[src/sv/ogrf_pkg.sv]
// ----------------------------------------------------------------------------
// ogrf_pkg: shared types for the occupancy grid
// Holds the command codes, the register indexes and the row memory control
// group used by the grid controller and its row store.
// ----------------------------------------------------------------------------
package ogrf_pkg;

	// Command carried by one input beat.
	typedef enum logic [1:0] {
		KIND_QUERY    = 2'd0,
		KIND_MARK_OCC = 2'd1,
		KIND_MARK_FREE = 2'd2,
		KIND_FILL     = 2'd3
	} kind_t;

	// Configuration register indexes.
	typedef enum logic {
		REG_ROWS_IN_USE    = 1'b0,
		REG_COLUMNS_IN_USE = 1'b1
	} reg_index_t;

	// Width of the configuration registers.
	localparam int CFG_W = 7;

	// Control group from the sequencer to the row store.
	typedef struct packed {
		logic rd_en;
		logic wr_en;
	} mem_ctrl_t;

endpackage

[src/sv/occupancy_grid_rect_fill.sv]
// ----------------------------------------------------------------------------
// occupancy_grid_rect_fill: one-bit-per-cell occupancy grid
// Queries, marks and clears single cells, and fills clipped rectangles as
// occupied one row per cycle through a read-modify-write row pipeline.
// ----------------------------------------------------------------------------
//
// Channel   Direction  Handshake                 Payload
// command   in         start & !busy             kind, row_a, column_a, row_b, column_b
// result    out        done (one-cycle strobe)   cell_free, inside_grid
// config    in         cfg_we                    cfg_index, cfg_data
//
// A cell query or cell write reads its row in S_PREP and checks or writes the
// cell in S_CELL, then strobes done; outside the grid in use it strobes done
// from S_PREP. A rectangle streams its clipped rows through the single row store
// port pair, one row read and one row written per cycle; an empty one strobes done from S_PREP.
// After reset the grid reads free at once; row valid bits replace a clear pass.
// The receiver cannot stall: each result is on the ports for one cycle only.
// ----------------------------------------------------------------------------
module occupancy_grid_rect_fill #(
	parameter int MAX_ROWS    = 64,
	parameter int MAX_COLUMNS = 64
) (
	input  logic                         clk,
	input  logic                         arst_n,
	// Command beat
	input  logic                         start,
	output logic                         busy,
	input  logic [1:0]                   kind,
	input  logic signed [7:0]            row_a,
	input  logic signed [7:0]            column_a,
	input  logic signed [7:0]            row_b,
	input  logic signed [7:0]            column_b,
	// Result beat
	output logic                         done,
	output logic                         cell_free,
	output logic                         inside_grid,
	// Configuration writes
	input  logic                         cfg_we,
	input  logic                         cfg_index,
	input  logic [ogrf_pkg::CFG_W-1:0]   cfg_data
);
	import ogrf_pkg::*;

	localparam int RW = (MAX_ROWS > 1) ? $clog2(MAX_ROWS) : 1;
	localparam int CW = (MAX_COLUMNS > 1) ? $clog2(MAX_COLUMNS) : 1;
	localparam logic [CFG_W-1:0] ROWS_LIMIT = CFG_W'(MAX_ROWS);
	localparam logic [CFG_W-1:0] COLS_LIMIT = CFG_W'(MAX_COLUMNS);

	typedef enum logic [3:0] {
		S_IDLE = 4'b0001,
		S_PREP = 4'b0010,
		S_CELL = 4'b0100,
		S_FILL = 4'b1000
	} state_t;

	state_t               state_q;
	logic [CFG_W-1:0]     rows_in_use_q;
	logic [CFG_W-1:0]     columns_in_use_q;
	logic [CFG_W-1:0]     eff_rows;
	logic [CFG_W-1:0]     eff_cols;

	// Latched command
	kind_t                kind_q;
	logic signed [7:0]    ra_q;
	logic signed [7:0]    ca_q;
	logic signed [7:0]    rb_q;
	logic signed [7:0]    cb_q;
	logic                 in_a_q;
	logic                 in_a_d;

	// Rectangle clipping
	logic signed [8:0]    ra_x, ca_x, rb_x, cb_x;
	logic signed [8:0]    lim_r, lim_c;
	logic signed [8:0]    r0, r1, c0, c1;
	logic                 fill_ok;
	logic [MAX_COLUMNS-1:0] mask_d;

	// Fill pipeline
	logic [MAX_COLUMNS-1:0] mask_q;
	logic [RW-1:0]        rd_row_q;
	logic [RW-1:0]        last_row_q;
	logic [RW-1:0]        wr_row_q;
	logic                 rd_more_q;
	logic                 pend_q;

	// Result registers
	logic                 done_q;
	logic                 cell_free_q;
	logic                 inside_q;

	// Row store interface
	mem_ctrl_t            mem_ctrl;
	logic [RW-1:0]        mem_rd_addr;
	logic [RW-1:0]        mem_wr_addr;
	logic [MAX_COLUMNS-1:0] mem_wr_data;
	logic [MAX_COLUMNS-1:0] mem_rd_data;
	logic [MAX_COLUMNS-1:0] cell_bit;
	logic                 cell_occ;

	assign busy        = (state_q != S_IDLE);
	assign done        = done_q;
	assign cell_free   = cell_free_q;
	assign inside_grid = inside_q;

	// Registers above the grid size act as the grid size.
	assign eff_rows = (rows_in_use_q > ROWS_LIMIT) ? ROWS_LIMIT : rows_in_use_q;
	assign eff_cols = (columns_in_use_q > COLS_LIMIT) ? COLS_LIMIT : columns_in_use_q;

	// Inside test of the addressed cell, taken at the accept beat.
	assign in_a_d = !row_a[7] && (row_a[6:0] < eff_rows) &&
		!column_a[7] && (column_a[6:0] < eff_cols);

	// Rectangle corners clipped to the grid in use.
	assign ra_x  = {ra_q[7], ra_q};
	assign ca_x  = {ca_q[7], ca_q};
	assign rb_x  = {rb_q[7], rb_q};
	assign cb_x  = {cb_q[7], cb_q};
	assign lim_r = $signed({2'b00, eff_rows}) - 9'sd1;
	assign lim_c = $signed({2'b00, eff_cols}) - 9'sd1;
	assign r0    = ra_x[8] ? 9'sd0 : ra_x;
	assign c0    = ca_x[8] ? 9'sd0 : ca_x;
	assign r1    = (rb_x > lim_r) ? lim_r : rb_x;
	assign c1    = (cb_x > lim_c) ? lim_c : cb_x;
	assign fill_ok = (r0 <= r1) && (c0 <= c1);

	// Column mask of the clipped rectangle, one compare pair per column.
	always_comb begin
		for (int c = 0; c < MAX_COLUMNS; c++) begin
			mask_d[c] = ($signed(9'(c)) >= c0) && ($signed(9'(c)) <= c1);
		end
	end

	// Single cell selected from the row just read.
	assign cell_bit = MAX_COLUMNS'(1) << ca_q[CW-1:0];
	assign cell_occ = |(mem_rd_data & cell_bit);

	// Row store port control.
	always_comb begin
		mem_ctrl    = '0;
		mem_rd_addr = ra_q[RW-1:0];
		mem_wr_addr = ra_q[RW-1:0];
		mem_wr_data = mem_rd_data | cell_bit;
		case (state_q)
			S_PREP: begin
				if (kind_q != KIND_FILL && in_a_q) begin
					mem_ctrl.rd_en = 1'b1;
				end
			end
			S_CELL: begin
				if (kind_q == KIND_MARK_OCC) begin
					mem_ctrl.wr_en = 1'b1;
				end else if (kind_q == KIND_MARK_FREE) begin
					mem_ctrl.wr_en = 1'b1;
					mem_wr_data    = mem_rd_data & ~cell_bit;
				end
			end
			S_FILL: begin
				mem_ctrl.rd_en = rd_more_q;
				mem_ctrl.wr_en = pend_q;
				mem_rd_addr    = rd_row_q;
				mem_wr_addr    = wr_row_q;
				mem_wr_data    = mem_rd_data | mask_q;
			end
			default: begin
			end
		endcase
	end

	// Configuration registers.
	always_ff @(posedge clk or negedge arst_n) begin
		if (!arst_n) begin
			rows_in_use_q    <= CFG_W'(64);
			columns_in_use_q <= CFG_W'(64);
		end else if (cfg_we) begin
			case (reg_index_t'(cfg_index))
				REG_ROWS_IN_USE:    rows_in_use_q    <= cfg_data;
				REG_COLUMNS_IN_USE: columns_in_use_q <= cfg_data;
				default: begin
				end
			endcase
		end
	end

	// Command latch at the accept beat.
	always_ff @(posedge clk) begin
		if (start && !busy) begin
			kind_q <= kind_t'(kind);
			ra_q   <= row_a;
			ca_q   <= column_a;
			rb_q   <= row_b;
			cb_q   <= column_b;
			in_a_q <= in_a_d;
		end
	end

	// Fill pipeline payload.
	always_ff @(posedge clk) begin
		if (state_q == S_PREP) begin
			mask_q     <= mask_d;
			last_row_q <= r1[RW-1:0];
		end
		if (state_q == S_FILL) begin
			wr_row_q <= rd_row_q;
		end
		if (state_q == S_PREP) begin
			cell_free_q <= 1'b0;
			inside_q    <= in_a_q;
		end else if (state_q == S_CELL) begin
			cell_free_q <= (kind_q == KIND_QUERY) && !cell_occ;
		end
	end

	// Sequencer.
	always_ff @(posedge clk or negedge arst_n) begin
		if (!arst_n) begin
			state_q   <= S_IDLE;
			done_q    <= 1'b0;
			rd_row_q  <= '0;
			rd_more_q <= 1'b0;
			pend_q    <= 1'b0;
		end else begin
			done_q <= 1'b0;
			case (state_q)
				S_IDLE: begin
					if (start) begin
						state_q <= S_PREP;
					end
				end
				S_PREP: begin
					if (kind_q == KIND_FILL) begin
						if (fill_ok) begin
							rd_row_q  <= r0[RW-1:0];
							rd_more_q <= 1'b1;
							pend_q    <= 1'b0;
							state_q   <= S_FILL;
						end else begin
							done_q  <= 1'b1;
							state_q <= S_IDLE;
						end
					end else if (in_a_q) begin
						state_q <= S_CELL;
					end else begin
						done_q  <= 1'b1;
						state_q <= S_IDLE;
					end
				end
				S_CELL: begin
					done_q  <= 1'b1;
					state_q <= S_IDLE;
				end
				S_FILL: begin
					// One row read and the previous row written back each cycle.
					pend_q <= rd_more_q;
					if (rd_more_q) begin
						rd_row_q <= rd_row_q + RW'(1);
						if (rd_row_q == last_row_q) begin
							rd_more_q <= 1'b0;
						end
					end else begin
						done_q  <= 1'b1;
						state_q <= S_IDLE;
					end
				end
				default: begin
					state_q <= S_IDLE;
				end
			endcase
		end
	end

	ogrf_row_mem #(
		.DEPTH (MAX_ROWS),
		.WIDTH (MAX_COLUMNS),
		.AW    (RW)
	) u_row_mem (
		.clk     (clk),
		.arst_n  (arst_n),
		.ctrl    (mem_ctrl),
		.rd_addr (mem_rd_addr),
		.wr_addr (mem_wr_addr),
		.wr_data (mem_wr_data),
		.rd_data (mem_rd_data)
	);

endmodule

[src/sv/ogrf_row_mem.sv]
// ----------------------------------------------------------------------------
// ogrf_row_mem: row store of the occupancy grid
// One grid row per word, one write and one registered read per cycle. A row
// valid bit per word makes the whole grid read as free right after reset.
// ----------------------------------------------------------------------------
module ogrf_row_mem #(
	parameter int DEPTH = 64,
	parameter int WIDTH = 64,
	parameter int AW    = 6
) (
	input  logic                 clk,
	input  logic                 arst_n,
	input  ogrf_pkg::mem_ctrl_t  ctrl,
	input  logic [AW-1:0]        rd_addr,
	input  logic [AW-1:0]        wr_addr,
	input  logic [WIDTH-1:0]     wr_data,
	output logic [WIDTH-1:0]     rd_data
);
	import ogrf_pkg::*;

	logic [WIDTH-1:0] mem_q [DEPTH];
	logic [DEPTH-1:0] valid_q;
	logic [WIDTH-1:0] rd_data_q;
	logic             rd_valid_q;

	// Row valid bits, cleared at reset and set by the first write of a row.
	always_ff @(posedge clk or negedge arst_n) begin
		if (!arst_n) begin
			valid_q    <= '0;
			rd_valid_q <= 1'b0;
		end else begin
			if (ctrl.wr_en) begin
				valid_q[wr_addr] <= 1'b1;
			end
			if (ctrl.rd_en) begin
				rd_valid_q <= valid_q[rd_addr];
			end
		end
	end

	// Storage array and its registered read port.
	always_ff @(posedge clk) begin
		if (ctrl.wr_en) begin
			mem_q[wr_addr] <= wr_data;
		end
		if (ctrl.rd_en) begin
			rd_data_q <= mem_q[rd_addr];
		end
	end

	// A row never written reads as all free.
	assign rd_data = rd_valid_q ? rd_data_q : '0;

endmodule

[config.mk]
export PLATFORM = sky130hd
export DESIGN_NAME = occupancy_grid_rect_fill
export DESIGN_NICKNAME = d
export VERILOG_FILES = /design/src/sv/ogrf_pkg.sv /design/src/sv/occupancy_grid_rect_fill.sv /design/src/sv/ogrf_row_mem.sv
export SDC_FILE = /design/constraint.sdc
export NUM_CORES = 2
export LEC_CHECK = 0
export BUFFER_PORTS_ARGS = -buffer_cell sky130_fd_sc_hd__buf_2
export CORE_UTILIZATION = 50
export DETAILED_ROUTE_END_ITERATION = 7
export GPL_TIMING_DRIVEN = 0
export PLACE_DENSITY = 0.64
export SYNTH_ARGS = -nofsm -noshare
export SYNTH_HDL_FRONTEND = slang
export SYNTH_HIERARCHICAL = 1
export SYNTH_SLANG_ARGS = --single-unit
[constraint.sdc]
create_clock -name clk -period 7.3 [get_ports clk]
set_clock_uncertainty 0.05 [all_clocks]
set_input_delay 1.46 -clock clk [delete_from_list [all_inputs] [get_ports clk]]
set_output_delay 1.46 -clock clk [all_outputs]
set_load 0.05 [all_outputs]
Word-level counts from Yosys, hierarchy flattened
Memory sizes are Yosys's and may differ from the RTL's. A register that Yosys moved wholly into a read port is not among the register bits.
Cells that the tools add are included.
Widths: inputs -> output; s select.

storage, ports and cells
  output and inout port bits = 4
  register bits = 205
  memories kept = 1
  RAM bits = 4096
  input port bits = 46

operators by class
  magnitude comparators = 139
  shifts and indexed selects = 1
  multiplexer cells = 46
  reduce and logical (&&, ||, !) cells = 84
  add/sub/neg operators = 3
  bitwise operators = 7
  equal/unequal tests = 15

memories
  memory           depth  bits a word  rd ports  clocked after memory_dff  write ports  line                text
  u_row_mem.mem_q  64     64           1         1                         1            ogrf_row_mem.sv:21  logic [WIDTH-1:0] mem_q [DEPTH];

operators with widths
  cell                  count
  $le 7x9->1 const A    32
  $ge 6x7->1 const A    32
  $mux 64               3
  $or 64x64->64         3
  $le 6x9->1 const A    16
  $and 64x64->64        2
  $pmux 64 s2           1
  $ge 5x7->1 const A    16
  $le 5x9->1 const A    8
  $logic_and 1x1->1     72
  $not 64->64           1
  $reduce_or 64->1      1
  $shl 1x6->64 const A  1
  $ge 4x7->1 const A    8
  $le 4x9->1 const A    4
  $mux 6                5
  $ge 3x7->1 const A    4
  $mux 7                4
  $le 3x9->1 const A    2
  $le 8x9->1            2
  $mux 9                2
  $mux 1                17
  $gt 8x8->1            2
  $mux 4                4
  34 further kinds      53

Depth between registers and ports, before layout
  depth in word-level cells = 10
  depth in mapped cells = 28

Modules after synthesis
Netlist, hierarchy kept.

by module, submodules not included
  module                    cells each  seq. area each (um2)  instances  area an instance (um2)
  ogrf_row_mem              6310        126546.4              1          159778.2
  occupancy_grid_rect_fill  1173        4062.6                1          10094.7

Least setup slack after synthesis
Ideal clock, no wire load.

  kind = reg-to-reg
  from = reg state_q[3]
  to = reg u_row_mem.valid_q[48]
  stages on the path, launching flop included = 14
  library setup time = 0.092 ns
  arrival time = 7.304 ns
  setup slack = -0.146 ns
  period minus slack after synthesis = 7.446 ns
  required time = 7.158 ns
  cells stage by stage = dfrtp_1 > nor2b_1 > nand2_1 > clkbuf_1 > inv_1 > buf_2 > buf_1 > nand2_1 > nand2_1 > clkbuf_1 > nand4b_1 > or2_2 > nor3_1 > or2_2

between the ends
  longest elaborated chain between the ends = 7
  elaborated cells between the ends (all ways) = 10
  classes of those cells = 2 x order compare; 2 x eq/ne; 4 x mux; 1 x bitwise; 1 x reduce/logical

ends and longest elaborated chain
  item                                                                   line                             text
  from (decl)                                                            occupancy_grid_rect_fill.sv:56   state_t state_q;
  from (signal assigned)                                                 occupancy_grid_rect_fill.sv:216  state_q <= S_IDLE;
  from (signal assigned)                                                 occupancy_grid_rect_fill.sv:226  state_q <= S_PREP;
  from (signal assigned)                                                 occupancy_grid_rect_fill.sv:235  state_q <= S_FILL;
  $eq 4x4->1 *                                                           occupancy_grid_rect_fill.sv:143  case (state_q)
  $mux 6 *                                                               occupancy_grid_rect_fill.sv:143
  named net mem_wr_addr[4]                                               occupancy_grid_rect_fill.sv:94   logic [RW-1:0] mem_wr_addr;
  $lt 6x7->1 (not written as such) / $ge 6x1->1 (equally long branches)  ogrf_row_mem.sv:33               valid_q[wr_addr] <= 1'b1;
  $logic_and 1x1->1 (not written as such)                                ogrf_row_mem.sv:33
  $mux 1 (not written as such)                                           ogrf_row_mem.sv:33
  $demux 1 s6 *                                                          --
  $or 64x64->64 (no source line) *                                       --
  to (signal assigned)                                                   ogrf_row_mem.sv:29               valid_q <= '0;
  to (signal, indexed assignment)                                        ogrf_row_mem.sv:33
  to (decl)                                                              ogrf_row_mem.sv:22               logic [DEPTH-1:0] valid_q;

The timed path passes the listed nets; every way through them passes the cells marked *.
A chain may end at the register's enable or synchronous reset.

Worst setup path after layout
  from = reg state_q[1]
  to = reg u_row_mem.rd_data_q[5] (read register of u_row_mem.mem_q) (data pin)

between the ends
  longest elaborated chain between the ends = 2
  elaborated cells between the ends (all ways) = 4
  classes of those cells = 2 x eq/ne; 2 x mux

ends and longest elaborated chain
  item                      line                             text
  $eq 4x4->1                occupancy_grid_rect_fill.sv:143
  $mux 6                    occupancy_grid_rect_fill.sv:143
  named net mem_rd_addr[2]  occupancy_grid_rect_fill.sv:93   logic [RW-1:0] mem_rd_addr;
  to (decl)                 ogrf_row_mem.sv:23               logic [WIDTH-1:0] rd_data_q;

The timed path passes the listed nets, and every way through them passes these cells.

==> results.cfg <==
[run_status]
status = complete, but fails checks
violations = antenna violations

[sta]
fin_setup_tns_ps = 0
rsz0062_at_grt = no
worst_slew_pin_slew_ps = 1450
period_needed_ps = 7200
fin_crit_sh_pct = 98.7
slew_viol_final = 0
hold_viol_final = 0
slew_headroom_pct = 3.53
fmax_mhz = 139
setup_viol = 0
whs_ps = 403

[clocking]
cts_sinks = 4365
tritoncts = done
cts_buffers = 439
postCtsSetupBuffers = 0
cts_resized = 36
clock_path_buffers = 4
cts_hold_buf = 0
clock_latency_ps = 990
cts_root_buffer = clkbuf_16
clkTransAtPathRegs_ps = 60
h-tree-depth = 5

[worst_setup_path]
cp.required_ps = 7900
reg2reg_setup_slack_ps = 100
critPathArrivalTime_ps = 7800
worstPathMaxFanout = 24
path_class = reg2reg
endpoint_kind = flop
startpoint_type = flop

[global_route]
grt_pass1_vias = 86100
grt_max_degree = 66
use_met1_pct = 39.3
globalRouteOverflowTotal = 0
use_met3_pct = 6.16
antenna_found_initial = 42
grt_pass1_wl_microns = 665000
track_usage_pct = 28.2
grt.busiest_layer = met2
gr-usage-met2_pct = 44.6

[die]
die-height_microns = 585
fp.dieArea_sq_um = 342000
fp-row-count = 213
start_util_pct = 50.3
die_w_microns = 585
coreArea_sq_um = 337000
io_pins = 50

[drt]
detail_route.wl_per_cell_microns = 35.9
drc = 0
dr_total_vias = 85800
avgViaCountPerCell = 6.41
drtAntennaViolNets = 1
drt_iter0_markers = 11700
dr.pass1.iters = 8
wl_microns = 480000

[synth]
yosys.cell_types.count = 80
syn_area_sq_um = 170000
ys_warn_count = 6
synth-edff-count = 4272
async_flop_share_pct = 2.11
synth-seq-cells = 4365
syn_nets = 7575
synth_ff_type = edfxtp_1
synthCells = 7483
yosysSeqAreaShare_pct = 76.9
syn_area_per_cell_sq_um = 22.7

[pwr]
power.density_nw_per_um2 = 306
leakagePower_nw = 63.3
worst_ir_drop_vdd_v = 0.000222

[final_layout]
area_delta_synth_final_pct = 16.1
fin_util_pct = 58.4
fin_nets = 8550
fill_cells = 24000
drive_gt1_share_pct = 31.8
finalNonFillerCells = 13400

[placed_design]
place_hpwl_microns = 336000
numPortBuffers = 49
place_congestion = 0.920
dp.cells = 12500

[run]
cap_violations = 0

[worst_hold_path]
hp-class = in2async
==> cell usage in the layout (no fill, tap or decap), types with 36 or more instances in the layout <==
master | Yosys | routed
buf_6 | 5 | 78
ha_1 | 46 | 46
or2_2 | 72 | 72
buf_12 | 0 | 185
o211ai_1 | 67 | 67
nor2_1 | 158 | 95
buf_1 | 52 | 36
a22oi_1 | 138 | 119
nor2_4 | 0 | 62
clkbuf_1 | 227 | 288
a21oi_1 | 67 | 67
edfxtp_1 | 4272 | 4272
mux4_2 | 1290 | 1290
clkbuf_16 | 0 | 449
buf_2 | 112 | 159
inv_1 | 40 | 39
o21ai_0 | 125 | 124
nand2_1 | 282 | 282
buf_4 | 5 | 197
dfrtp_1 | 89 | 89
clkinv_2 | 0 | 103
clkinv_1 | 3 | 103
and2_1 | 77 | 76
==> cell families (layout without fill, tap and decap cells) <==
group                    count (synthesis)  count (layout)  synth area share [%]
multiplexers                          1336            1336                  17.4
flip-flops                            4365            4365                  76.9
buffers and inverters                  444            1794                  1.10
XOR/XNOR                                13              13                0.0670
AND/OR/NAND/NOR                        756             756                  2.12
other                                    0              26                     0
adder cells (fa/ha/maj)                 47              47                 0.345
AO/OA/AOI/OAI                          522             522                  2.10
==> Yosys cell counts, types with 5 or more instances <==
| master | number | area [sq um] |
|---|---|---|
| xnor2_1 | 8 | 70.1 |
| dfrtp_1 | 89 | 2230 |
| clkbuf_1 | 227 | 852 |
| a222oi_1 | 7 | 70.1 |
| o211ai_1 | 67 | 503 |
| buf_4 | 5 | 37.5 |
| mux2_2 | 15 | 169 |
| nor4_1 | 10 | 62.6 |
| and2_1 | 77 | 482 |
| nor2b_1 | 29 | 181 |
| or3_1 | 6 | 37.5 |
| a311oi_1 | 8 | 70.1 |
| a22oi_1 | 138 | 1040 |
| buf_1 | 52 | 195 |
| nand2_1 | 282 | 1060 |
| o21ai_0 | 125 | 626 |
| or2_2 | 72 | 450 |
| a211oi_1 | 19 | 143 |
| a21oi_1 | 67 | 335 |
| a31oi_1 | 14 | 87.6 |
| a221oi_1 | 16 | 140 |
| o22a_1 | 5 | 43.8 |
| nand4_1 | 7 | 43.8 |
| nand2b_1 | 27 | 169 |
| xor2_1 | 5 | 43.8 |
| nor3_1 | 30 | 150 |
| mux2i_1 | 31 | 310 |
| ha_1 | 46 | 576 |
| and3_1 | 7 | 43.8 |
| o21a_1 | 11 | 82.6 |
| buf_6 | 5 | 56.3 |
| mux4_2 | 1290 | 29100 |
| edfxtp_1 | 4272 | 128000 |
| buf_2 | 112 | 561 |
| inv_1 | 40 | 150 |
| nor2_1 | 158 | 593 |
| nand3_1 | 31 | 155 |
==> sequential cells by signal (all words and copies together), names as in the netlist <==
register / flops
kind_q: 2
last_row_q: 6
columns_in_use_q: 7
done: 1
wr_row_q: 6
in_a_q: 1
rd_row_q: 6
inside_grid: 1
mask_q: 64
u_row_mem/rd_data_q: 64
u_row_mem/rd_valid_q: 1
rd_more_q: 1
u_row_mem/mem_q: 4096
rows_in_use_q: 7
rb_q: 8
u_row_mem/valid_q: 64
state_q: 4
ra_q: 8
cb_q: 8
pend_q: 1
ca_q: 8
cell_free: 1
==> final timing paths <==
check	from	endpoint	depth (start not counted)
setup / recovery	state_q[1]	u_row_mem/rd_data_q[5]	15
hold / removal	arst_n	rd_row_q[3]	1
setup reg to reg	state_q[1]	u_row_mem/rd_data_q[5]	15
hold reg to reg	u_row_mem/valid_q[62]	u_row_mem/valid_q[62]	1
max in group asynchronous	arst_n	u_row_mem/valid_q[10]	2
min in group clk	u_row_mem/valid_q[62]	u_row_mem/valid_q[62]	1
==> report_power, final <==
part | internal (mW) | switching [mW] | total, mW
logic | 3.14 | 6.08 | 9.22
clock network | 12.1 | 9.48 | 21.6
registers | 29.4 | 0.122 | 29.5
total | 44.7 | 15.7 | 60.3
==> critical path, stage by stage, from the launching register on <==
cell	delay, ps
dfrtp_1	450
nor2_1	250
nand2_1	340
clkbuf_1	490
inv_1	240
buf_2	580
nand2_1	110
nand2_1	90
clkbuf_1	380
buf_2	350
clkbuf_2	540
clkdlybuf4s15_1	880
mux4_2	420
mux4_2	530
a22oi_1	820
nand2_1	290
==> layout make-up <==
| class | instances | area (sq um) | area share [%] |
|---|---|---|---|
| Inverter | 43 | 164 | 0.0831 |
| Clock inverter | 270 | 2080 | 1.06 |
| Antenna cell | 26 | 65.1 | 0.0330 |
| Tap cell | 4515 | 5650 | 2.86 |
| Timing Repair Buffer | 536 | 7130 | 3.61 |
| Buffer | 399 | 1820 | 0.923 |
| Clock buffer | 546 | 11700 | 5.92 |
| Sequential cell | 4365 | 131000 | 66.2 |
| Multi-Input combinational cell | 2674 | 38000 | 19.3 |
==> stage by stage <==
| stage | worst slack (ps) | cell area [sq um] | power, mW |
|---|---|---|---|
| floorplan | 21.6 | 170000 | 35.1 |
| global placement | -7990 | 176000 | 38.6 |
| detailed placement | -401 | 183000 | 39.1 |
| CTS | 2.65 | 197000 | 60.5 |
| global route | 59.2 | 197000 | 61.9 |
| finish | 96.2 | 197000 | 60.3 |
==> per-layer routing <==
metal / vias up / routed length (microns)
met3: 843 / 50500
met4: 10 / 18600
met2: 4748 / 228000
met5: - / 228
li1: 33900 / -
met1: 46200 / 183000
Power figures use the tool's default switching activity.
